<file path="src/rtl/scr_pkg.sv">
// ----------------------------------------------------------------------------
// Supercover ray cells package
// Shared types and constants for the supercover DDA ray walker.
// ----------------------------------------------------------------------------
package scr_pkg;

  localparam int FIELD_WIDTH = 4;
  localparam int COORD_WIDTH = 5;
  localparam int CNT_WIDTH   = 10;

  typedef logic signed [FIELD_WIDTH-1:0] field_t;
  typedef logic signed [COORD_WIDTH-1:0] coord_t;
  typedef logic [CNT_WIDTH-1:0]          cnt_t;

  typedef struct packed {
    field_t row_start;
    field_t col_start;
    field_t row_end;
    field_t col_end;
  } in_item_t;

  typedef struct packed {
    field_t cell_row;
    field_t cell_col;
    logic   last_cell;
  } out_item_t;

  typedef struct packed {
    field_t row;
    field_t col;
  } cell_t;

  typedef enum logic [4:0] {
    ST_IDLE      = 5'b00001,
    ST_STEP      = 5'b00010,
    ST_CORN_COL  = 5'b00100,
    ST_CORN_DIAG = 5'b01000,
    ST_FLUSH     = 5'b10000
  } state_t;

  typedef struct packed {
    coord_t row;
    coord_t col;
    cnt_t   cnt_row;
    cnt_t   cnt_col;
    coord_t step_row;
    coord_t step_col;
    cnt_t   inc_row;
    cnt_t   inc_col;
    coord_t end_row;
    coord_t end_col;
  } walk_t;

  typedef struct packed {
    walk_t  nxt;
    cell_t  pos;
    logic   emit;
    logic   done;
    state_t next_state;
  } step_res_t;

  typedef struct packed {
    logic push_ready;
    logic flush_ready;
    logic pend_valid;
  } out_status_t;

endpackage

</file>
<file path="src/rtl/supercover_ray_cells_unit.sv">
// ----------------------------------------------------------------------------
// Supercover ray cells unit
// Walks a supercover DDA ray and emits every cell strictly between the ends.
// ----------------------------------------------------------------------------
// Output path: each cell waits in the pending register of the output stage until the
// next cell or the end-of-ray flush moves it into the output register.
// Flow: a ray is walked one sub-step per cycle while the output is not stalled (each
// emitted cell plus the final step onto the end cell), then flushed; the flush also
// waits on a free output, no new ray is taken until idle, and equal endpoints start no walk.
// Reset: synchronous, active low; the unit comes up idle with no output.
module supercover_ray_cells_unit (
  input  logic                clk,
  input  logic                rst_n,
  input  logic                in_valid,
  output logic                in_stall,
  input  scr_pkg::in_item_t   in_data,
  output logic                out_valid,
  input  logic                out_stall,
  output scr_pkg::out_item_t  out_data
);
  import scr_pkg::*;

  state_t      state_r;
  state_t      state_nxt;
  walk_t       walk_r;
  walk_t       walk_nxt;
  step_res_t   res;
  out_status_t st;
  logic        in_fire;
  logic        walking;
  logic        advance;
  logic        push;
  logic        flush;
  logic        same_ends;
  coord_t      r0;
  coord_t      c0;
  coord_t      r1;
  coord_t      c1;
  coord_t      dr;
  coord_t      dc;
  coord_t      adr;
  coord_t      adc;
  cnt_t        adr_cnt;
  cnt_t        adc_cnt;

  assign in_stall = (state_r != ST_IDLE);
  assign in_fire  = in_valid && !in_stall;

  assign r0  = COORD_WIDTH'(in_data.row_start);
  assign c0  = COORD_WIDTH'(in_data.col_start);
  assign r1  = COORD_WIDTH'(in_data.row_end);
  assign c1  = COORD_WIDTH'(in_data.col_end);
  assign dr  = r1 - r0;
  assign dc  = c1 - c0;
  assign adr = dr[COORD_WIDTH-1] ? -dr : dr;
  assign adc = dc[COORD_WIDTH-1] ? -dc : dc;
  assign adr_cnt   = {{(CNT_WIDTH-COORD_WIDTH){1'b0}}, adr};
  assign adc_cnt   = {{(CNT_WIDTH-COORD_WIDTH){1'b0}}, adc};
  assign same_ends = (dr == '0) && (dc == '0);

  scr_step_unit u_step (
    .state (state_r),
    .walk  (walk_r),
    .res   (res)
  );

  assign walking = (state_r == ST_STEP) || (state_r == ST_CORN_COL) ||
                   (state_r == ST_CORN_DIAG);
  assign advance = walking && (!res.emit || st.push_ready);
  assign push    = advance && res.emit;
  assign flush   = (state_r == ST_FLUSH);

  scr_out_stage u_out (
    .clk       (clk),
    .rst_n     (rst_n),
    .push      (push),
    .push_cell (res.pos),
    .flush     (flush),
    .out_valid (out_valid),
    .out_stall (out_stall),
    .out_data  (out_data),
    .status    (st)
  );

  always_comb begin
    state_nxt = state_r;
    walk_nxt  = walk_r;
    unique case (state_r)
      ST_IDLE: begin
        if (in_fire && !same_ends) begin
          walk_nxt.row      = r0;
          walk_nxt.col      = c0;
          walk_nxt.cnt_row  = adc_cnt;
          walk_nxt.cnt_col  = adr_cnt;
          walk_nxt.step_row = dr[COORD_WIDTH-1] ? '1 :
                              ((dr != '0) ? COORD_WIDTH'(1) : '0);
          walk_nxt.step_col = dc[COORD_WIDTH-1] ? '1 :
                              ((dc != '0) ? COORD_WIDTH'(1) : '0);
          walk_nxt.inc_row  = adc_cnt << 1;
          walk_nxt.inc_col  = adr_cnt << 1;
          walk_nxt.end_row  = r1;
          walk_nxt.end_col  = c1;
          state_nxt         = ST_STEP;
        end
      end
      ST_STEP, ST_CORN_COL, ST_CORN_DIAG: begin
        if (advance) begin
          walk_nxt  = res.nxt;
          state_nxt = res.done ? ST_FLUSH : res.next_state;
        end
      end
      ST_FLUSH: begin
        if (st.flush_ready) begin
          state_nxt = ST_IDLE;
        end
      end
      default: begin
        state_nxt = ST_IDLE;
      end
    endcase
  end

  always_ff @(posedge clk) begin
    if (!rst_n) begin
      state_r <= ST_IDLE;
    end else begin
      state_r <= state_nxt;
    end
    walk_r <= walk_nxt;
  end

  a_idle_empty: assert property (@(posedge clk) disable iff (!rst_n)
    !in_stall |-> !st.pend_valid)
    else $error("pending cell left over while accepting a new ray");

  a_corner_equal: assert property (@(posedge clk) disable iff (!rst_n)
    (state_r == ST_CORN_COL) |-> (walk_r.cnt_row == walk_r.cnt_col))
    else $error("corner phase entered without equal crossing counters");

  a_same_ends_idle: assert property (@(posedge clk) disable iff (!rst_n)
    (in_fire && same_ends) |=> (state_r == ST_IDLE))
    else $error("ray with equal endpoints started a walk");

  a_flush_done: assert property (@(posedge clk) disable iff (!rst_n)
    (state_r == ST_FLUSH && !out_stall) |=> (state_r == ST_IDLE))
    else $error("flush did not complete with a free output");

endmodule

</file>
<file path="src/rtl/scr_step_unit.sv">
// ----------------------------------------------------------------------------
// Supercover ray step unit
// Shared compare and add unit that performs one walk sub-step per cycle when the walker advances.
// ----------------------------------------------------------------------------
module scr_step_unit (
  input  scr_pkg::state_t    state,
  input  scr_pkg::walk_t     walk,
  output scr_pkg::step_res_t res
);
  import scr_pkg::*;

  coord_t cand_row;
  coord_t cand_col;
  logic   at_end;
  logic   corner;

  always_comb begin
    res            = '0;
    res.nxt        = walk;
    res.next_state = state;
    cand_row       = walk.row;
    cand_col       = walk.col;
    at_end         = 1'b0;
    corner         = 1'b0;
    unique case (state)
      ST_STEP: begin
        if (walk.cnt_row < walk.cnt_col) begin
          res.nxt.row     = walk.row + walk.step_row;
          res.nxt.cnt_row = walk.cnt_row + walk.inc_row;
        end else if (walk.cnt_col < walk.cnt_row) begin
          res.nxt.col     = walk.col + walk.step_col;
          res.nxt.cnt_col = walk.cnt_col + walk.inc_col;
        end else begin
          corner = 1'b1;
        end
        if (corner) begin
          cand_row       = walk.row + walk.step_row;
          cand_col       = walk.col;
          at_end         = (cand_row == walk.end_row) && (cand_col == walk.end_col);
          res.emit       = !at_end;
          res.next_state = ST_CORN_COL;
        end else begin
          cand_row       = res.nxt.row;
          cand_col       = res.nxt.col;
          at_end         = (cand_row == walk.end_row) && (cand_col == walk.end_col);
          res.done       = at_end;
          res.emit       = !at_end;
          res.next_state = ST_STEP;
        end
      end
      ST_CORN_COL: begin
        cand_row       = walk.row;
        cand_col       = walk.col + walk.step_col;
        at_end         = (cand_row == walk.end_row) && (cand_col == walk.end_col);
        res.emit       = !at_end;
        res.next_state = ST_CORN_DIAG;
      end
      ST_CORN_DIAG: begin
        res.nxt.row     = walk.row + walk.step_row;
        res.nxt.col     = walk.col + walk.step_col;
        res.nxt.cnt_row = walk.cnt_row + walk.inc_row;
        res.nxt.cnt_col = walk.cnt_col + walk.inc_col;
        cand_row        = res.nxt.row;
        cand_col        = res.nxt.col;
        at_end          = (cand_row == walk.end_row) && (cand_col == walk.end_col);
        res.done        = at_end;
        res.emit        = !at_end;
        res.next_state  = ST_STEP;
      end
      default: begin
        res.emit = 1'b0;
      end
    endcase
    res.pos.row = cand_row[FIELD_WIDTH-1:0];
    res.pos.col = cand_col[FIELD_WIDTH-1:0];
  end

endmodule

</file>
<file path="src/rtl/scr_out_stage.sv">
// ----------------------------------------------------------------------------
// Supercover ray output stage
// Holds one pending cell so that the final cell of a ray can be flagged.
// ----------------------------------------------------------------------------
module scr_out_stage (
  input  logic                clk,
  input  logic                rst_n,
  input  logic                push,
  input  scr_pkg::cell_t      push_cell,
  input  logic                flush,
  output logic                out_valid,
  input  logic                out_stall,
  output scr_pkg::out_item_t  out_data,
  output scr_pkg::out_status_t status
);
  import scr_pkg::*;

  logic      out_valid_r;
  logic      out_valid_nxt;
  out_item_t out_data_r;
  out_item_t out_data_nxt;
  logic      pend_valid_r;
  logic      pend_valid_nxt;
  cell_t     pend_r;
  cell_t     pend_nxt;
  logic      out_free;

  assign out_free = !out_valid_r || !out_stall;

  always_comb begin
    out_valid_nxt  = out_valid_r && out_stall;
    out_data_nxt   = out_data_r;
    pend_valid_nxt = pend_valid_r;
    pend_nxt       = pend_r;
    if (push) begin
      if (pend_valid_r) begin
        out_valid_nxt = 1'b1;
        out_data_nxt  = '{cell_row: pend_r.row, cell_col: pend_r.col, last_cell: 1'b0};
      end
      pend_nxt       = push_cell;
      pend_valid_nxt = 1'b1;
    end else if (flush && pend_valid_r && out_free) begin
      out_valid_nxt  = 1'b1;
      out_data_nxt   = '{cell_row: pend_r.row, cell_col: pend_r.col, last_cell: 1'b1};
      pend_valid_nxt = 1'b0;
    end
  end

  always_ff @(posedge clk) begin
    if (!rst_n) begin
      out_valid_r  <= 1'b0;
      pend_valid_r <= 1'b0;
    end else begin
      out_valid_r  <= out_valid_nxt;
      pend_valid_r <= pend_valid_nxt;
    end
    out_data_r <= out_data_nxt;
    pend_r     <= pend_nxt;
  end

  assign out_valid          = out_valid_r;
  assign out_data           = out_data_r;
  assign status.push_ready  = !pend_valid_r || out_free;
  assign status.flush_ready = !pend_valid_r || out_free;
  assign status.pend_valid  = pend_valid_r;

endmodule

</file>
<file path="config.mk">
export PLATFORM = sky130hd
export DESIGN_NAME = supercover_ray_cells_unit
export DESIGN_NICKNAME = d
export VERILOG_FILES = /design/src/rtl/scr_pkg.sv /design/src/rtl/supercover_ray_cells_unit.sv /design/src/rtl/scr_step_unit.sv /design/src/rtl/scr_out_stage.sv
export SDC_FILE = /design/constraint.sdc
export NUM_CORES = 1
export LEC_CHECK = 0
export ABC_AREA = 1
export BUFFER_PORTS_ARGS = -buffer_cell sky130_fd_sc_hd__buf_2
export CORE_AREA = 3 3 88 124
export CTS_BUF_LIST = sky130_fd_sc_hd__clkbuf_8
export DETAILED_ROUTE_END_ITERATION = 10
export DIE_AREA = 0 0 91 127
export GPL_ROUTABILITY_DRIVEN = 0
export GPL_TIMING_DRIVEN = 0
export PLACE_DENSITY_LB_ADDON = 0.15
export SLEW_MARGIN = 20
export SYNTH_ARGS = -nofsm -noshare
export SYNTH_HDL_FRONTEND = slang
export SYNTH_SLANG_ARGS = --single-unit
export TNS_END_PERCENT = 1
</file>
<file path="constraint.sdc">
create_clock -name clk -period 3.45 [get_ports clk]
set_clock_uncertainty 0.05 [all_clocks]
set_input_delay 0.345 -clock clk [delete_from_list [all_inputs] [get_ports clk]]
set_output_delay 0.345 -clock clk [all_outputs]
set_load 0.005 [all_outputs]
</file>
* After elaboration in Yosys (flattened, before gate mapping)
Index checks and enable logic that the tools add are counted.
Operators by class: add/sub/neg operators 8, order comparisons 2, equal/unequal tests 21, multiplexer cells 44, bitwise gates (word level) 1, reduce and logical (&&, ||, !) cells 41
Operator list (count):
- 2-to-1 mux 70 bit | 2
- one-hot mux 70 bit (2 select lines) | 1
- 2-to-1 mux 5 bit | 13
- one-hot mux 30 bit (2 select lines) | 1
- == test 5 bit | 6
- 2-to-1 mux 10 bit | 3
- one-hot mux 5 bit (3 select lines) | 2
- 2-to-1 mux 9 bit | 3
- adder 10 bit | 2
- < comparator 10 bit | 2
- one-hot mux 4 bit (2 select lines) | 2
- logical AND 1 bit | 12
- 2-to-1 mux 1 bit | 12
- adder 5 bit | 2
- zero test 1 bit | 10
- zero test 5 bit | 2
- negator 5 bit | 2
- nonzero test 5 bit | 2
- subtractor 4 x 4 -> 5 bit | 2
- 2-to-1 mux 4 bit | 2
- AND reduction 4 bit | 2
- inequality test 2 bit (second input constant) | 3
- inequality test 3 x 2 -> 1 bit (second input constant) | 2
- inequality test 3 bit (second input constant) | 2
- 20 further kinds | 25
Word-level totals: bits in registers 94

* Logic depth before layout (Yosys ltp)
depth in word-level cells 15, depth in mapped cells 24, gate-level depth less buffers 23

* Cells and area by module
A second synthesis with hierarchy kept.
Second synthesis, totals: cells, all modules 941, area total of the unflattened synthesis 7440.9 um^2
By module, submodules not included:
- supercover_ray_cells_unit | times used 1, cells an instance 391, area each 3746.1 um^2, seq. area each 2202.1 um^2
- scr_step_unit | times used 1, cells an instance 515, area each 3065.4 um^2, seq. area each 0.0 um^2
- scr_out_stage | times used 1, cells an instance 35, area each 629.4 um^2, seq. area each 550.5 um^2

* Worst setup path after synthesis
Ideal clock, no wire load.
kind reg-to-reg, from register walk_r[60] in the netlist's numbering, to register walk_r[41] in the netlist's numbering (enable), arrival 2.927 ns, setup slack 0.087 ns, cell stages (with the launch flop) 15, buffers on the path 0, path through edfxtp_1 -> ha_1 -> fa_1 -> inv_1 -> nand2_1 -> nand4_1 -> nor3_1 -> nand2_1 -> nor2_1 -> nor2_1 -> a21oi_2 -> nand2_1 -> nand2_1 -> nand2_2 -> nor3_1
On the way: cells in the longest elaborated chain, start to end 14, elaborated cells between the ends (all ways) 22, those cells by class 1 x add/sub; 4 x eq/ne; 5 x mux; 12 x reduce/logical
RTL lines:
- start, declared | RTL line supercover_ray_cells_unit.sv:25 | walk_t walk_r;
- start signal, assigned | RTL line supercover_ray_cells_unit.sv:129 | walk_r <= walk_nxt;
- adder 5 bit | RTL line scr_step_unit.sv:31, scr_step_unit.sv:53, scr_step_unit.sv:60
- 2-to-1 mux 5 bit | RTL line scr_step_unit.sv:30 | end else if (walk.cnt_col < walk.cnt_row) begin
- 2-to-1 mux 5 bit | RTL line scr_step_unit.sv:27 | if (walk.cnt_row < walk.cnt_col) begin
- 2-to-1 mux 5 bit | RTL line scr_step_unit.sv:25 | unique case (state)
- == test 5 bit | RTL line scr_step_unit.sv:45 | at_end = (cand_row == walk.end_row) && (cand_col == walk.end_col);
- logical AND 1 bit | RTL line scr_step_unit.sv:45
- zero test 1 bit | RTL line scr_step_unit.sv:47 | res.emit = !at_end;
- 2-to-1 mux 1 bit | RTL line scr_step_unit.sv:36 | if (corner) begin
- one-hot mux 1 bit (3 select lines) * | RTL line scr_step_unit.sv:25
- zero test 1 bit * | RTL line supercover_ray_cells_unit.sv:69 | assign advance = walking && (!res.emit || st.push_ready);
- logical OR 1 bit * | RTL line supercover_ray_cells_unit.sv:69
- logical AND 1 bit * | RTL line supercover_ray_cells_unit.sv:69
- inequality test 2 bit (no line) *
- AND reduction 6 bit (no line) *
Mark *: on every way between the ends. The rest lies on a longest branch, timed or not. The select of a mux whose other input is x is not followed. A chain may end at the register's enable or synchronous reset.

* Worst setup path after layout
from register walk_r[60] in the netlist's numbering, to register walk_r[64] in the netlist's numbering (enable)
On the way: cells in the longest elaborated chain, start to end 14, elaborated cells between the ends (all ways) 22, those cells by class 1 x add/sub; 4 x eq/ne; 5 x mux; 12 x reduce/logical
RTL lines (RTL line):
- adder 5 bit | scr_step_unit.sv:31, scr_step_unit.sv:53, scr_step_unit.sv:60
- 2-to-1 mux 5 bit | scr_step_unit.sv:30
- 2-to-1 mux 5 bit | scr_step_unit.sv:27
- 2-to-1 mux 5 bit | scr_step_unit.sv:25
- == test 5 bit | scr_step_unit.sv:45
- logical AND 1 bit | scr_step_unit.sv:45
- zero test 1 bit | scr_step_unit.sv:47
- 2-to-1 mux 1 bit | scr_step_unit.sv:36
- one-hot mux 1 bit (3 select lines) * | scr_step_unit.sv:25
- zero test 1 bit * | supercover_ray_cells_unit.sv:69
- logical OR 1 bit * | supercover_ray_cells_unit.sv:69
- logical AND 1 bit * | supercover_ray_cells_unit.sv:69
- inequality test 2 bit (no line) *
- AND reduction 4 bit (no line) *
Marked as above.

==> reports/metrics.csv <==
stage,metric,value,unit
outcome,outcome,finished clean,
layout,final_common_cell,nand2_1,
layout,diodes,0,
detailed_routing,wl_per_cell,15.7,um
floorplanning,rows,43,
hold_path,worstHoldStart,rst_n,
sta,setup_viol,0,
worst_setup_path,crit_path_end_kind,flop,
detailed_routing,postRouteAntennaNets,0,
clock_tree,cts_max_level,3,
hold_path,hold_class,in2reg,
worst_setup_path,critPathMaxStageDelay,580,ps
placed_design,pre_cts_ws,-488,ps
pwr,p_int,3390,uW
worst_setup_path,crit_family,simple AND/OR/NAND/NOR gates,
clock_tree,clk_latency,370,ps
yosys,synthCells,655,
yosys,synth_compound_area_share,10.5,%
worst_setup_path,cpMostUsedCell,nand2_1,
worst_setup_path,path_cells,ha_1 > fa_1 > inv_1 > nand2_1 > nand4_1 > nor3_2 > nand2_1 > nor2_2 > nor2_1 > a21oi_2 > nand2_1 > nand2_2 > nand2_4 > nor2_4,
layout,area_growth,13.1,%
yosys,synth-xor-area-share,2.59,%
clock_tree,cts.path.max_buffers,2,
yosys,yosys.area_share.simple,26.2,%
sta,final.min_clock_period,3300,ps
detailed_routing,drc,0,
detailed_routing,wl,13.2,mm
detailed_routing,dr.pass1.iters,5,
pwr,switchingPower,3190,uW
yosys,synth_top_family_by_area,simple AND/OR/NAND/NOR gates,
sta,drv_slew,0,
run,drv_cap,0,
layout,final_cell_mix,"127 x nand2_1, 108 x inv_1, 71 x nor2_1",
yosys,synth.top_cell.area_share,38.3,%
clock_tree,cts_tree,done,
global_route,grt_usage,24.2,%
yosys,synth_fa_ha_area_share,11.0,%
pwr,power,6580,uW
yosys,synth_enable_flop_cells,69,
global_route,grt_pass1_vias,4653,
clock_tree,cts.clk_slew.worst_paths,80,ps
placed_design,place_inst,820,
floorplanning,dieWidth,91,um
global_route,grt_pass1_wl,22.1,mm
detailed_routing,via_count,4726,
yosys,synth_cell_types,45,
floorplanning,start_util,54.6,%
global_route,grt_overflow,0,
pwr,swShare,48.5,%
layout,instances_no_fill,842,
worst_setup_path,worst-endpoint-arrival,3280,ps
floorplanning,num_io_pins,31,
yosys,synth.net_count,719,
placed_design,portBuffers,30,
yosys,async_reset_ff_share,0,%
worst_setup_path,required,3430,ps
detailed_routing,vias_per_cell,5.61,
sta,min_period_over_period,95.8,%
yosys,synthMuxAreaShare,0,%
global_route,grt_max_degree,23,
floorplanning,die_area,11600,um^2
layout,nets,766,
global_route,antenna_found_initial,0,
yosys,synth_top_area_cell,edfxtp_1,
detailed_routing,drtIter0Drc,342,
yosys,ys_seq_elements,76,
sta,max_slew_margin,31.2,%
yosys,avgSynthCellArea,8.26,um^2
layout,drive_gt1_share,14.6,%
yosys,yosys_warnings,0,
worst_setup_path,path_class,reg2reg,
yosys,synth_area_leaders,"edfxtp_1 38%, nand2_1 9.0%, ha_1 8.8%, inv_1 7.4%, nor2_1 5.1%",
sta,rsz0062_at_grt,yes,
pwr,clockPowerShare,11.5,%
pwr,power_frac_comb,61.5,%
clock_tree,root_buffer,clkbuf_8,
worst_setup_path,rr_startpoint,walk_r[60],
clock_tree,holdBufCountCts,0,
sta,timing.fmax,303,MHz
sta,tightestPinTransition,1020,ps
worst_setup_path,path_buf_inv,1,
sta,hold_violations,0,
worst_setup_path,critPathLaunchType,flop,
pwr,power_density,1080,nW/um^2
clock_tree,clock_sinks,76,
yosys,synth_area,5410,um^2
yosys,ys.flop_type,edfxtp_1,
pwr,peakVddDrop,0.000476,V
clock_tree,cts_buffers,9,
worst_setup_path,cp_max_fo,10,
floorplanning,die_h,127,um
pwr,power_leakage,0.00285,uW
floorplanning,core_area,9900,um^2
worst_setup_path,critPathLaunch,walk_r[60],
yosys,ys_seq_area_share,40.9,%
placed_design,hpwl,9.97,mm
worst_setup_path,cpMaxStageDelayCell,fa_1,
pwr,sequentialPowerShare,27.0,%
sta,setup_slack,146,ps
==> cells in the mapped netlist, types with 5 or more instances <==
cell type and count:
nor3_1 13, xnor2_1 5, dfxtp_1 7, nor2_1 74, nand3_1 42, a31oi_1 5
inv_1 107, ha_1 38, edfxtp_1 69, clkbuf_1 6, fa_1 6, xor2_1 11
nand4_1 12, nand2_2 12, o21ai_0 24, nand2_1 129, a21oi_1 32
==> metrics by stage <==
stage / area, um^2 / setup TNS, ps / hold WS, ps / util [%]
final: 6120 / 0 / 172 / 61.8
after floorplan: 5410 / 0 / 350 / -
after global routing: 6120 / -725 / 199 / 61.8
after detailed placement: 5740 / -10960 / 355 / 58.0
after CTS: 6050 / 0 / 163 / 61.1
after global placement: 5730 / -22470 / 351 / 57.9
==> layer usage <==
layer | wire, um | up-vias | global-route usage (%)
met5 | 0 | - | 0
met4 | 509 | 0 | 11.8
met3 | 785 | 41 | 4.18
met2 | 6560 | 169 | 40.8
met1 | 5350 | 2237 | 30.1
li1 | - | 2279 | -
==> worst register-to-register path, delay by kind of cell, from the launching register on <==
kind	cells	cell delay (ps)
adder cells (fa/ha/maj)	2	810
buffers and inverters	1	100
AND/OR/NAND/NOR	10	1390
flip-flops	1	400
AO/OA/AOI/OAI	1	210
==> power groups by stage <==
stage | Clock (uW) | Combinational (uW) | Sequential (uW)
3_3_place_gp | 0 | 3530 | 1790
2_1_floorplan | 0 | 2880 | 1710
5_1_grt | 800 | 4560 | 1820
4_1_cts | 762 | 3900 | 1770
6_report | 754 | 4050 | 1780
3_5_place_dp | 0 | 3670 | 1800
==> registers in the layout (all words and copies together) (netlist names) <==
| register | flops |
|---|---|
| state_r | 5 |
| u_out.out_data | 9 |
| u_out.out_valid | 1 |
| u_out.pend_r | 8 |
| u_out.pend_valid_r | 1 |
| walk_r | 52 |
==> cell families (layout without fill, tap and decap cells) <==
| kind of cell | after synthesis | count (layout) |
|---|---|---|
| AND/OR/NAND/NOR | 303 | 303 |
| buffers and inverters | 122 | 174 |
| AO/OA/AOI/OAI | 94 | 94 |
| flip-flops | 76 | 76 |
| adder cells (fa/ha/maj) | 44 | 44 |
| XOR/XNOR | 16 | 16 |
==> final cells by class <==
class / instances / area [um^2]
Clock buffer: 10 / 138
Buffer: 11 / 58.8
Timing Repair Buffer: 36 / 220
Fill cell: 900 / 3780
Tap cell: 135 / 169
Multi-Input combinational cell: 457 / 2820
Inverter: 111 / 417
Sequential cell: 76 / 2210
Clock inverter: 6 / 80.1
==> path summary, 6_finish.rpt <==
path,to,slack (ps),cells after the start
max,walk_r[64],150,14
min,state_r[0],170,2
max reg2reg,walk_r[64],150,14
min reg2reg,u_out.out_data[4],370,0
==> what timing repair did <==
item                                    4_1_cts  5_1_grt
gates cloned                                  0        0
endpoints found under the setup margin       28       37
pin swaps                                     2        3
setup buffers                                 4        2
resized for setup                             6       12
Note: power is estimated with default switching activity, not from simulation.
